## config.mk

```make
export PLATFORM = sky130hd
export DESIGN_NAME = ptp_ctrl
export DESIGN_NICKNAME = d
export VERILOG_FILES = /design/src/rtl/ptp_pkg.sv /design/src/rtl/ptp_ctrl.sv
export SDC_FILE = /design/constraint.sdc
export NUM_CORES = 1
export LEC_CHECK = 0
export ABC_AREA = 1
export BUFFER_PORTS_ARGS = -buffer_cell sky130_fd_sc_hd__buf_2
export CORE_ASPECT_RATIO = 0.5
export CORE_UTILIZATION = 51
export DETAILED_ROUTE_END_ITERATION = 8
export PLACE_DENSITY = 0.87
export RECOVER_POWER = 25
export SETUP_SLACK_MARGIN = 0.02
export SYNTH_ARGS = -nofsm -noshare
export SYNTH_HDL_FRONTEND = slang
export SYNTH_SLANG_ARGS = --single-unit
```

## constraint.sdc

```tcl
create_clock -name aclk -period 3.1 [get_ports aclk]
set_clock_uncertainty 0.05 [all_clocks]
set_input_delay 0 -clock aclk [delete_from_list [all_inputs] [get_ports aclk]]
set_output_delay 0 -clock aclk [all_outputs]
set_load 0.02 [all_outputs]
```

## src/rtl/ptp_pkg.sv

```systemverilog
package ptp_pkg;

    localparam int COORD_W = 32;
    localparam int PUSH_W  = 31;
    localparam logic [PUSH_W-1:0] PUSH_RESET = PUSH_W'(6554);

    // exact integer widths of the intermediates
    localparam int E_W    = COORD_W + 1;
    localparam int N_W    = 2 * E_W + 2;
    localparam int NN_W   = 2 * N_W;
    localparam int NRP_W  = N_W + E_W + 3;
    localparam int PR_W   = 25;
    localparam int PP_W   = COORD_W + 1;
    localparam int T_W    = PP_W + 1;
    localparam int CR_W   = 2 * T_W + 4;
    localparam int S_W    = PUSH_W + 16 + 4;

    // shared multiplier, one 8-bit digit of y per cycle
    localparam int MUL_XW    = NN_W;
    localparam int MUL_YW    = 72;
    localparam int DIG_W     = 8;
    localparam int MUL_STEPS = MUL_YW / DIG_W;
    localparam int MCNT_W    = $clog2(MUL_STEPS);
    localparam int PROD_W    = MUL_XW + MUL_YW;

    // divider
    localparam int DVD_W  = 168;
    localparam int Q_W    = 40;
    localparam int DCNT_W = $clog2(Q_W);

    localparam int PC_W    = 6;
    localparam int PC_LAST = 44;

    typedef struct packed {
        logic               op;
        logic signed [31:0] a_x;
        logic signed [31:0] a_y;
        logic signed [31:0] a_z;
        logic signed [31:0] b_x;
        logic signed [31:0] b_y;
        logic signed [31:0] b_z;
        logic signed [31:0] c_x;
        logic signed [31:0] c_y;
        logic signed [31:0] c_z;
        logic               last_item;
    } in_beat_t;

    typedef struct packed {
        logic signed [31:0] out_x;
        logic signed [31:0] out_y;
        logic signed [31:0] out_z;
        logic               moved;
    } out_beat_t;

    typedef enum logic [2:0] {
        XS_E1, XS_N, XS_NRP, XS_PR, XS_T, XS_CR
    } xsel_t;

    typedef enum logic [2:0] {
        YS_E2, YS_N, YS_R, YS_PR, YS_T
    } ysel_t;

    typedef enum logic [2:0] {
        DS_NONE, DS_N, DS_NN, DS_NRP, DS_DIV, DS_S, DS_CR, DS_DOT
    } dst_t;

    typedef enum logic [3:0] {
        ST_IDLE, ST_START, ST_MUL, ST_CHECK, ST_DIV_START, ST_DIV, ST_DIV_CHECK, ST_FIN
    } ctrl_state_t;

    typedef struct packed {
        xsel_t      x_sel;
        logic [1:0] x_idx;
        ysel_t      y_sel;
        logic [1:0] y_idx;
        logic [1:0] vk;
        logic       clr;
        logic       sub;
        dst_t       dst;
        logic [1:0] dst_idx;
        logic       last;
    } uop_t;

    typedef struct packed {
        logic in_load;
        logic point_load;
        logic mul_start;
        logic div_start;
        logic commit;
        logic out_load;
        uop_t uop;
    } ptp_cmd_t;

    typedef struct packed {
        logic mul_done;
        logic div_done;
        logic nn_zero;
        logic nrp_neg;
        logic pr_far;
        logic s_ge;
        logic dot_neg;
    } ptp_stat_t;

    // one term of a cross product component; second term subtracts
    function automatic uop_t cross_set(input uop_t u_in, input logic [2:0] t);
        uop_t       u;
        logic [1:0] j;
        logic [1:0] l;
        u = u_in;
        case (t[2:1])
            2'd0: begin j = 2'd1; l = 2'd2; end
            2'd1: begin j = 2'd2; l = 2'd0; end
            default: begin j = 2'd0; l = 2'd1; end
        endcase
        if (!t[0]) begin
            u.x_idx = j;
            u.y_idx = l;
            u.clr   = 1'b1;
        end else begin
            u.x_idx = l;
            u.y_idx = j;
            u.sub   = 1'b1;
        end
        u.dst_idx = t[2:1];
        return u;
    endfunction

    function automatic uop_t uop_at(input logic [PC_W-1:0] pc);
        uop_t          u;
        logic [PC_W-1:0] rel;
        logic [PC_W-1:0] j;
        logic [1:0]      k;
        u   = '0;
        rel = '0;
        j   = '0;
        k   = '0;
        if (pc < PC_W'(6)) begin
            u.x_sel = XS_E1;
            u.y_sel = YS_E2;
            u = cross_set(u, pc[2:0]);
            u.dst = pc[0] ? DS_N : DS_NONE;
        end else if (pc < PC_W'(9)) begin
            rel = pc - PC_W'(6);
            u.x_sel = XS_N;
            u.y_sel = YS_N;
            u.x_idx = rel[1:0];
            u.y_idx = rel[1:0];
            u.clr   = (rel == '0);
            u.dst   = (rel == PC_W'(2)) ? DS_NN : DS_NONE;
        end else if (pc < PC_W'(12)) begin
            rel = pc - PC_W'(9);
            u.x_sel = XS_N;
            u.y_sel = YS_R;
            u.x_idx = rel[1:0];
            u.y_idx = rel[1:0];
            u.clr   = (rel == '0);
            u.dst   = (rel == PC_W'(2)) ? DS_NRP : DS_NONE;
        end else if (pc < PC_W'(15)) begin
            rel = pc - PC_W'(12);
            u.x_sel   = XS_NRP;
            u.y_sel   = YS_N;
            u.y_idx   = rel[1:0];
            u.clr     = 1'b1;
            u.dst     = DS_DIV;
            u.dst_idx = rel[1:0];
        end else if (pc < PC_W'(18)) begin
            rel = pc - PC_W'(15);
            u.x_sel = XS_PR;
            u.y_sel = YS_PR;
            u.x_idx = rel[1:0];
            u.y_idx = rel[1:0];
            u.clr   = (rel == '0);
            u.dst   = (rel == PC_W'(2)) ? DS_S : DS_NONE;
        end else begin
            rel = pc - PC_W'(18);
            if (rel < PC_W'(9)) begin
                k = 2'd0;
                j = rel;
            end else if (rel < PC_W'(18)) begin
                k = 2'd1;
                j = rel - PC_W'(9);
            end else begin
                k = 2'd2;
                j = rel - PC_W'(18);
            end
            u.vk = k;
            if (j < PC_W'(6)) begin
                u.x_sel = XS_T;
                u.y_sel = YS_T;
                u = cross_set(u, j[2:0]);
                u.dst = j[0] ? DS_CR : DS_NONE;
            end else begin
                rel = j - PC_W'(6);
                u.x_sel = XS_CR;
                u.y_sel = YS_N;
                u.x_idx = rel[1:0];
                u.y_idx = rel[1:0];
                u.clr   = (rel == '0);
                u.dst   = (rel == PC_W'(2)) ? DS_DOT : DS_NONE;
                u.last  = (pc == PC_W'(PC_LAST));
            end
        end
        return u;
    endfunction

endpackage

```

## src/rtl/ptp_ctrl.sv

```systemverilog
module ptp_ctrl
    import ptp_pkg::*;
(
    input  logic      aclk,
    input  logic      aresetn,
    input  logic      s_valid,
    output logic      s_ready,
    input  logic      in_op,
    input  logic      in_last,
    output logic      m_valid,
    input  logic      m_ready,
    input  ptp_stat_t stat,
    output ptp_cmd_t  cmd
);

    ctrl_state_t     state_reg, state_next;
    logic [PC_W-1:0] pc_reg, pc_next;
    logic            last_reg, last_next;
    logic            m_valid_reg, m_valid_next;
    uop_t            u;
    logic            abort;

    assign u = uop_at(pc_reg);

    always_comb begin
        case (u.dst)
            DS_NN:   abort = stat.nn_zero;
            DS_NRP:  abort = !stat.nrp_neg;
            DS_S:    abort = stat.s_ge;
            DS_DOT:  abort = stat.dot_neg || u.last;
            default: abort = 1'b0;
        endcase
    end

    always_comb begin
        state_next = state_reg;
        pc_next    = pc_reg;
        last_next  = last_reg;
        case (state_reg)
            ST_IDLE: begin
                if (s_valid) begin
                    last_next  = in_last;
                    pc_next    = '0;
                    state_next = in_op ? ST_START : ST_FIN;
                end
            end
            ST_START: state_next = ST_MUL;
            ST_MUL: begin
                if (stat.mul_done) begin
                    state_next = ST_CHECK;
                end
            end
            ST_CHECK: begin
                if (abort) begin
                    state_next = ST_FIN;
                end else if (u.dst == DS_DIV) begin
                    state_next = ST_DIV_START;
                end else begin
                    pc_next    = pc_reg + 1'b1;
                    state_next = ST_START;
                end
            end
            ST_DIV_START: state_next = ST_DIV;
            ST_DIV: begin
                if (stat.div_done) begin
                    state_next = ST_DIV_CHECK;
                end
            end
            ST_DIV_CHECK: begin
                if (stat.pr_far) begin
                    state_next = ST_FIN;
                end else begin
                    pc_next    = pc_reg + 1'b1;
                    state_next = ST_START;
                end
            end
            ST_FIN: begin
                if (!last_reg || !m_valid_reg || m_ready) begin
                    state_next = ST_IDLE;
                end
            end
            default: state_next = ST_IDLE;
        endcase
    end

    always_comb begin
        cmd     = '0;
        cmd.uop = u;
        s_ready = 1'b0;
        case (state_reg)
            ST_IDLE: begin
                s_ready        = 1'b1;
                cmd.in_load    = s_valid;
                cmd.point_load = s_valid && !in_op;
            end
            ST_START:     cmd.mul_start = 1'b1;
            ST_CHECK:     cmd.commit = (u.dst == DS_DOT) && u.last && !stat.dot_neg;
            ST_DIV_START: cmd.div_start = 1'b1;
            ST_FIN:       cmd.out_load = last_reg && (!m_valid_reg || m_ready);
            default: ;
        endcase
    end

    assign m_valid_next = cmd.out_load ? 1'b1 : (m_ready ? 1'b0 : m_valid_reg);

    always_ff @(posedge aclk) begin
        if (!aresetn) begin
            state_reg   <= ST_IDLE;
            pc_reg      <= '0;
            last_reg    <= 1'b0;
            m_valid_reg <= 1'b0;
        end else begin
            state_reg   <= state_next;
            pc_reg      <= pc_next;
            last_reg    <= last_next;
            m_valid_reg <= m_valid_next;
        end
    end

    assign m_valid = m_valid_reg;

    a_mul_done_in_mul: assert property (@(posedge aclk) disable iff (!aresetn)
        stat.mul_done |-> state_reg == ST_MUL)
        else $error("multiplier finished outside ST_MUL");

    a_div_done_in_div: assert property (@(posedge aclk) disable iff (!aresetn)
        stat.div_done |-> state_reg == ST_DIV)
        else $error("divider finished outside ST_DIV");

    a_no_overwrite: assert property (@(posedge aclk) disable iff (!aresetn)
        cmd.out_load |-> !m_valid_reg || m_ready)
        else $error("result overwritten while stalled");

    a_commit_fin: assert property (@(posedge aclk) disable iff (!aresetn)
        cmd.commit |=> state_reg == ST_FIN)
        else $error("commit not followed by finish");

endmodule

```

After elaboration in Yosys (flattened, before gate mapping)
Index checks and enable logic that the tools add are counted.
- add/subtract/negate cells: 9
- $lt $le $gt $ge: 8
- equal/unequal tests: 26
- mux-type cells: 83
- reductions and logical operators: 25
- operator list (cell ; number):
    $mux W6 ; 11
    $mux W3 ; 15
    $pmux W4 S8 ; 1
    $mux W10 ; 3
    $mux W2 ; 15
    $eq A6 B2 Y1 const B ; 4
    $logic_not A6 Y1 ; 4
    $lt A6 B4 Y1 const B ; 4
    $mux W1 ; 24
    $mux W20 ; 1
    $pmux W6 S3 ; 1
    $sub A6 B4 Y6 const B ; 3
    $eq A4 B3 Y1 const B ; 4
    $mux W4 ; 4
    $pmux W2 S2 ; 4
    $ne A2 B2 Y1 const B ; 7
    $lt A6 B3 Y1 const B ; 2
    $lt A6 B5 Y1 const B ; 2
    $sub A6 B3 Y6 const B ; 2
    $sub A6 B5 Y6 const B ; 2
    $mux W5 ; 2
    $eq A3 B3 Y1 const B ; 3
    $eq A4 B2 Y1 const B ; 2
    $mux W8 ; 1
    17 further kinds ; 30
- flip-flop bits (word level): 12
- input bits: 13
- logic and storage cells: 155

Depth between registers and ports, before layout
Gate-level depths: netlist of run 1.
- word-level depth: 22
- mapped depth: 32
- gate-level depth less buffers: 31

Least setup slack after synthesis of run 1
No wires, ideal clock.
- path type: register -> register
- start: reg pc_reg[1]
- end: reg pc_reg[1]
- data arrival time: 3.426 ns
- required time: 2.933 ns
- slack: -0.493 ns
- cell stages (with the launch flop): 26
- buffers on the path: 1
- clock period less this slack: 3.593 ns
- cell sequence: dfxtp_1 inv_2 ha_1 clkbuf_2 nand2_1 nand3_1 nand3_2 clkinv_1 nand2_1 a21boi_0 ha_1 nand3b_1 nor2_1 nand2_2 nand2_1 nand2_1 nand2_2 nand2_2 nand2_1 nand2_1 nand3_1 nand2_1 nand2_2 nand2_4 o21ai_1 nor2_1
- RTL lines (what ; line ; source):
    start: declaration ; ptp_ctrl.sv:17 ; logic [PC_W-1:0] pc_reg, pc_next;
    start signal: assignment ; ptp_ctrl.sv:114 ; pc_reg <= pc_next;

==> flow_summary_export.csv, run 1 <==
group,metric,value,unit
detailed_routing,drc,0,
timing,maxSlewViolCount,0,
finish,nets,495,
finish,final_cells,521,
finish,largest_register_ffs,6,
clocking,cts_tree,"built",
hold_path,hold_class,"in2reg",
logic_synthesis,synth_common_cells,"98 x nand2_1, 45 x inv_1, 43 x nor2_1",
detailed_routing,vias,3147,
critical_path,arrival,3.37,ns
critical_path,crit_type,"reg2out",
clocking,cts_buffers,3,
timing,slew_headroom,56.8,%
job,maxCapViolations,0,
timing,layout_min_cycle_time,3.42,ns
logic_synthesis,synth_area,0.00216,sq mm
detailed_routing,drtPass1Iterations,8,
timing,setup_ws,-0.318,ns
floorplan,die_area,0.00452,sq mm
place,io_buffer_count,40,
logic_synthesis,synthFlopType,"dfxtp_1",
logic_synthesis,synth_area_leaders,"nand2_1 17%, dfxtp_1 10%, ha_1 8.1%",
grt,grt-ovfl-total,0,
critical_path,cp_max_fo,7,
place,dpl.hpwl,5.02,mm
timing,fin_crit_sh,110,%
clocking,cts-root-buf,"clkbuf_8",
logic_synthesis,yosys_warnings,0,
logic_synthesis,synth_top_area_cell,"nand2_1",
critical_path,cp-start-kind,"flip-flop",
finish,drive_gt1_share,38.3,%
timing,worstMarginPinSlew,0.632,ns
clocking,clk_path_buf_depth,2,
floorplan,core,0.00398,sq mm
outcome,violations,"setup timing",
outcome,status,"finished with violations",
logic_synthesis,synth_top_area_share,17.0,%
floorplan,die_w,94.1,um
critical_path,required,3.05,ns
finish,diodes,0,
grt,grt_pass1_wl,10.3,mm
logic_synthesis,synthCells,385,
logic_synthesis,synth_edf_count,0,
floorplan,initial_core_util,54.3,%
grt,first_global_vias,2375,
logic_synthesis,async_flop_share,0,%
clocking,htreeDepth,1,
critical_path,critPathCaptureType,"primary output",
timing,rsz0062_at_grt,"yes",
grt,track_usage,29.3,%
logic_synthesis,synth_cell_types,41,
grt,grt_max_degree,16,
clocking,clock_sinks,11,
detailed_routing,viasPerCell,6.04,
detailed_routing,wl_per_cell,16.1,um
logic_synthesis,ys_seq_elements,11,
logic_synthesis,synth.avg_cell_area,5.62,sq um
timing,finalHoldViolCount,0,
detailed_routing,drt_iter0_drc,451,
floorplan,row_count,16,
logic_synthesis,syn-num-nets,412,
timing,setup_viol,13,
detailed_routing,ant_nets,0,
floorplan,die_height,48.1,um
clocking,clk-insertion-delay-late,0.24,ns
clocking,clk_pin_slew_worst_paths,0.06,ns
logic_synthesis,synth_seq_area_share,10.2,%
floorplan,ios,41,
timing,setup_tns,-2.25,ns
finish,area_growth_syn_to_layout,45.1,%
detailed_routing,routed_wl,8.40,mm
timing,fmax,293,MHz
logic_synthesis,synth_most_common_cell,"nand2_1",
place,gp_congestion,0.899,
grt,antenna_found_initial,0,
place,dpl.cell_count,499,
==> what timing repair did <==
| action | 4_1_cts | 5_1_grt |
|---|---|---|
| hold buffers | 2 | 0 |
| gates resized for setup | 31 | 51 |
| endpoints found under the hold margin | 1 | 0 |
| pin swaps | 27 | 33 |
| buffers inserted | 5 | 10 |
| cloned | 1 | 0 |
| endpoints found under the setup margin | 10 | 18 |
==> cells in the final DEF, fill, tap and decap left out, types with 2 or more instances in the layout <==
cell,count
nand2_2,27
o21ai_0,16
nand2_1,77
a31oi_1,3
nor2_4,5
dfxtp_1,8
a21oi_1,12
xor2_1,6
nor2_1,39
o211ai_1,7
dlygate4sd3_1,2
clkbuf_8,3
buf_2,30
nand3_1,24
nand2_4,18
a211oi_1,2
inv_4,5
o21ai_2,2
inv_2,6
clkbuf_1,6
buf_6,5
inv_1,39
o21ai_1,8
o22ai_1,3
nor3_1,9
a21oi_2,4
dfxtp_2,3
ha_4,4
nand3_4,4
nand3_2,4
nor2_2,4
buf_4,45
ha_1,10
nand4_1,6
clkinv_2,2
==> through the flow <==
step,util (%),instance area (sq um),setup slack (ns),hold WS (ns)
finish,78.8,3140,-0.318,0.0207
global route,78.8,3140,-0.593,0.0177
floorplan,-,2240,-0.129,0.00227
detailed placement,67.2,2680,-0.105,0.220
CTS,72.3,2880,-0.0288,0.00995
global placement,67.2,2680,-0.0164,0.193
==> worst max-delay path, stage by stage, from the launching register on <==
cell and delay [ns]:
dfxtp_1 0.57, nor2_4 0.07, nand2_1 0.14, nand2_1 0.11, nand2_1 0.17, nand3_4 0.10
buf_4 0.17, a21boi_4 0.19, buf_6 0.14, inv_4 0.04, ha_4 0.14, or2_4 0.25
a21oi_2 0.16, o21ai_1 0.10, o211ai_1 0.16, a21oi_1 0.14, o211ai_1 0.28, buf_4 0.20
==> cell families after synthesis <==
group	count (synthesis)	synth area share, %
and+or+nand+nor	223	48.7
DFF	11	10.2
buffers and inverters	66	12.8
AOI/OAI and AO/OA	64	17.4
adders and majority gates	14	8.09
xor gates and xnor gates	7	2.83
==> metal layers <==
layer,track usage [%],wire [um]
met1,37.9,3290
met2,54.2,3590
met3,3.49,1010
met4,7.08,514
met5,0,0
==> worst paths after layout <==
check / startpoint / cells past startpoint / endpoint / slack (ns)
setup / recovery: pc_reg[3] / 17 / cmd[15] / -0.32
hold / removal: m_ready / 4 / m_valid / 0.02
setup reg to reg: pc_reg[3] / 24 / pc_reg[3] / -0.26
hold reg to reg: m_valid / 4 / m_valid / 0.53
==> layout make-up <==
cell class | count | area [sq um]
clock buffer | 4 | 45.0
sequential | 11 | 224
tap | 54 | 67.6
multi-input combinational | 309 | 1970
timing repair buffer | 88 | 603
fill | 255 | 843
inverter | 55 | 230
Power of run 1 is left out: the tool's default activity adds up to more than one toggle a clock period on the data nets, which glitch-free logic cannot reach.
==> inputs of run 2 (changes only) <==
Settings changed: ABC_AREA 1 to unset, CORE_UTILIZATION 51 to 53, PLACE_DENSITY 0.87 to 0.89.
==> flow_summary_export.csv, run 2 <==
group,metric,value,unit
outcome,status,"finished with violations",
outcome,violations,"DRC, setup timing",
finish,layout_commonest_cell,"buf_4",
critical_path,path_common_cell,"buf_4",
clocking,clock_sinks,11,
finish,diodes,0,
timing,maxSlewViolCount,0,
finish,final_cells,518,
logic_synthesis,synth_edf_count,0,
floorplan,ios,41,
hold_path,hold_class,"in2reg",
grt,antenna_found_initial,0,
grt,grt-ovfl-total,0,
critical_path,cpPeakStageDelay,0.49,ns
power,powerDensity,448,mW/mm^2
power,switchingPower,0.000945,W
detailed_routing,ant_nets,0,
finish,multi_input_area,0.00236,sq mm
logic_synthesis,yosys_warnings,0,
finish,final_core_util,85.6,%
place,dpl.cell_count,493,
detailed_routing,routed_wl,14.1,mm
detailed_routing,drt_iter0_drc,985,
clocking,cts_buffers,3,
grt,first_global_vias,3469,
power,leakage,1.65,nW
floorplan,die_height,50.1,um
place,io_buffer_count,40,
floorplan,core,0.00442,sq mm
clocking,htreeDepth,1,
timing,slew_headroom,43.8,%
floorplan,row_count,17,
logic_synthesis,ys_seq_elements,11,
power,p_comb_share,77.3,%
floorplan,die_area,0.00491,sq mm
finish,final_cell_mix,"90 x buf_4, 48 x nand2_1, 26 x buf_2",
place,gp_congestion,1.02,
power,seqPwrFrac,13.8,%
detailed_routing,vias,4037,
timing,setup_tns,-12.92,ns
finish,regArea,225,sq um
critical_path,critical_path.top_delay_family,"compound AO/OA/AOI/OAI gates",
logic_synthesis,synthFlopType,"dfxtp_1",
critical_path,crit_path_cell_trace,"buf_4 -> xor2_2 -> o211ai_1 -> o2bb2ai_2 -> a221oi_4 -> buf_4 -> ha_4 -> nand4b_1 -> buf_4 -> o41ai_2 -> buf_4 -> a211oi_1 -> nor3b_4 -> o22ai_4 -> mux2i_1",
timing,worstMarginPinSlew,0.835,ns
logic_synthesis,synth_top_area_cell,"dfxtp_1",
critical_path,required,3.16,ns
logic_synthesis,async_flop_share,0,%
detailed_routing,wl_per_cell,27.2,um
detailed_routing,drc,226,
critical_path,cp-start-kind,"flip-flop",
clocking,clk_pin_slew_worst_paths,0.06,ns
critical_path,arrival,3.92,ns
logic_synthesis,synth_cell_types,77,
critical_path,critPathCaptureType,"flip-flop",
logic_synthesis,synth.avg_cell_area,7.20,sq um
finish,drive_gt1_share,46.4,%
timing,fmax,259,MHz
grt,grt_max_degree,19,
finish,largest_register_ffs,6,
timing,finalHoldViolCount,0,
logic_synthesis,synth_most_common_cell,"nand2_1",
power,finalPower,0.00170,W
clocking,cts_tree,"built",
clocking,clk_path_buf_depth,2,
critical_path,cp_max_fo,6,
finish,area_growth_syn_to_layout,54.7,%
grt,grt_pass1_wl,18.5,mm
timing,setup_viol,24,
logic_synthesis,synth_seq_area_share,8.99,%
critical_path,cp_slowest_cell,"dfxtp_1",
detailed_routing,drtPass1Iterations,9,
power,p_clk_share,8.9,%
clocking,clk-insertion-delay-late,0.25,ns
power,peakVddDrop,0.000319,V
floorplan,die_w,98.1,um
logic_synthesis,synth_top_area_share,8.99,%
logic_synthesis,synthCells,340,
timing,layout_min_cycle_time,3.86,ns
timing,setup_ws,-0.759,ns
logic_synthesis,synth_area_leaders,"dfxtp_1 9.0%, nand2_1 7.7%, ha_1 7.2%",
finish,fillers,192,
timing,rsz0062_at_grt,"yes",
logic_synthesis,synth_common_cells,"50 x nand2_1, 28 x nor2_1, 24 x a21oi_1",
floorplan,initial_core_util,55.3,%
finish,nets,489,
power,swShare,55.7,%
critical_path,crit_type,"reg2reg",
critical_path,cp_num_buf_inv,4,
power,power.internal,0.000752,W
grt,track_usage,50.0,%
logic_synthesis,syn-num-nets,367,
place,dpl.hpwl,7.15,mm
job,maxCapViolations,0,
detailed_routing,viasPerCell,7.79,
logic_synthesis,synth_area,0.00245,sq mm
timing,fin_crit_sh,124,%
clocking,cts-root-buf,"clkbuf_8",
==> run 2: cell types whose count changed in the layout (fill, tap and decap cells not counted), sizes merged, moves of 10 or more <==
cell | previous run | this run
a21oi | 16 | 26
buf | 81 | 132
inv | 51 | 14
nand2 | 123 | 50
nand3 | 32 | 6
nor2 | 48 | 28
==> run 2: metrics by stage <==
stage / hold slack (ns) / worst slack, ns / cell area (sq um)
global route: 0.0509 / -0.901 / 3790
finish: 0.0174 / -0.759 / 3790
floorplan: 0.0298 / -0.596 / 2530
detailed placement: 0.207 / -0.398 / 3260
CTS: 0.0179 / -0.342 / 3560
global placement: 0.195 / -0.219 / 3260
==> run 2: logic make-up (layout without fill, tap and decap cells) <==
family,count (synthesis),in the layout,share of synthesized area [%]
AO/OA/AOI/OAI,115,115,37.4
XOR/XNOR,8,8,5.01
adder cells (fa/ha/maj),14,14,7.15
buffers and inverters,35,156,6.28
flip-flops,11,11,8.99
multiplexers,5,5,2.04
AND/OR/NAND/NOR,152,152,33.1
==> run 2: final timing paths <==
path,to,cells after the start,slack [ns],start
min,m_valid,3,0.02,m_ready
max,pc_reg[0],15,-0.76,pc_reg[3]
max reg2reg,pc_reg[0],15,-0.76,pc_reg[3]
min reg2reg,last_reg,2,0.42,last_reg
==> run 2: routing by layer <==
| layer | up-vias | part of all wire, % | GRT usage (%) |
|---|---|---|---|
| li1 | 1515 | - | - |
| met1 | 1714 | 32 | 60.8 |
| met2 | 563 | 36 | 74.3 |
| met3 | 243 | 19 | 16.6 |
| met4 | 2 | 12 | 36.1 |
| met5 | - | 0.42 | 0 |
==> run 2: worst reg2reg max path: stages (launching register included) <==
cell       delay, ns
dfxtp_1         0.49
buf_4           0.23
xor2_2          0.24
o211ai_1        0.16
o2bb2ai_2       0.20
a221oi_4        0.32
buf_4           0.19
ha_4            0.22
nand4b_1        0.22
buf_4           0.19
o41ai_2         0.26
buf_4           0.18
a211oi_1        0.07
nor3b_4         0.38
o22ai_4         0.17
mux2i_1         0.16
==> run 2: cell type report <==
cell class / count / area share, %
Tap cell: 57 / 1.88
Multi-Input combinational cell: 294 / 62.3
Inverter: 17 / 1.92
Sequential cell: 11 / 5.95
Timing Repair Buffer: 135 / 26.7
Clock inverter: 1 / 0.132
Clock buffer: 3 / 1.09
==> run 2: power groups by stage <==
stage / clock network (W) / registers [W] / logic (W)
2_1_floorplan: 0 / 0.000201 / 0.000726
3_3_place_gp: 0 / 0.000229 / 0.000972
3_5_place_dp: 0 / 0.000232 / 0.00102
4_1_cts: 0.000150 / 0.000230 / 0.00108
5_1_grt: 0.000158 / 0.000240 / 0.00136
6_report: 0.000151 / 0.000234 / 0.00131
==> run 2: timing repair <==
action / in CTS / in global routing
gates resized for setup: 46 / 34
pin swaps: 24 / 22
hold buffers: 1 / 0
buffers inserted: 9 / 11
endpoints found under the hold margin: 1 / 0
setup endpoints to repair: 24 / 24
No activity file was read; power rests on OpenSTA's default activity.
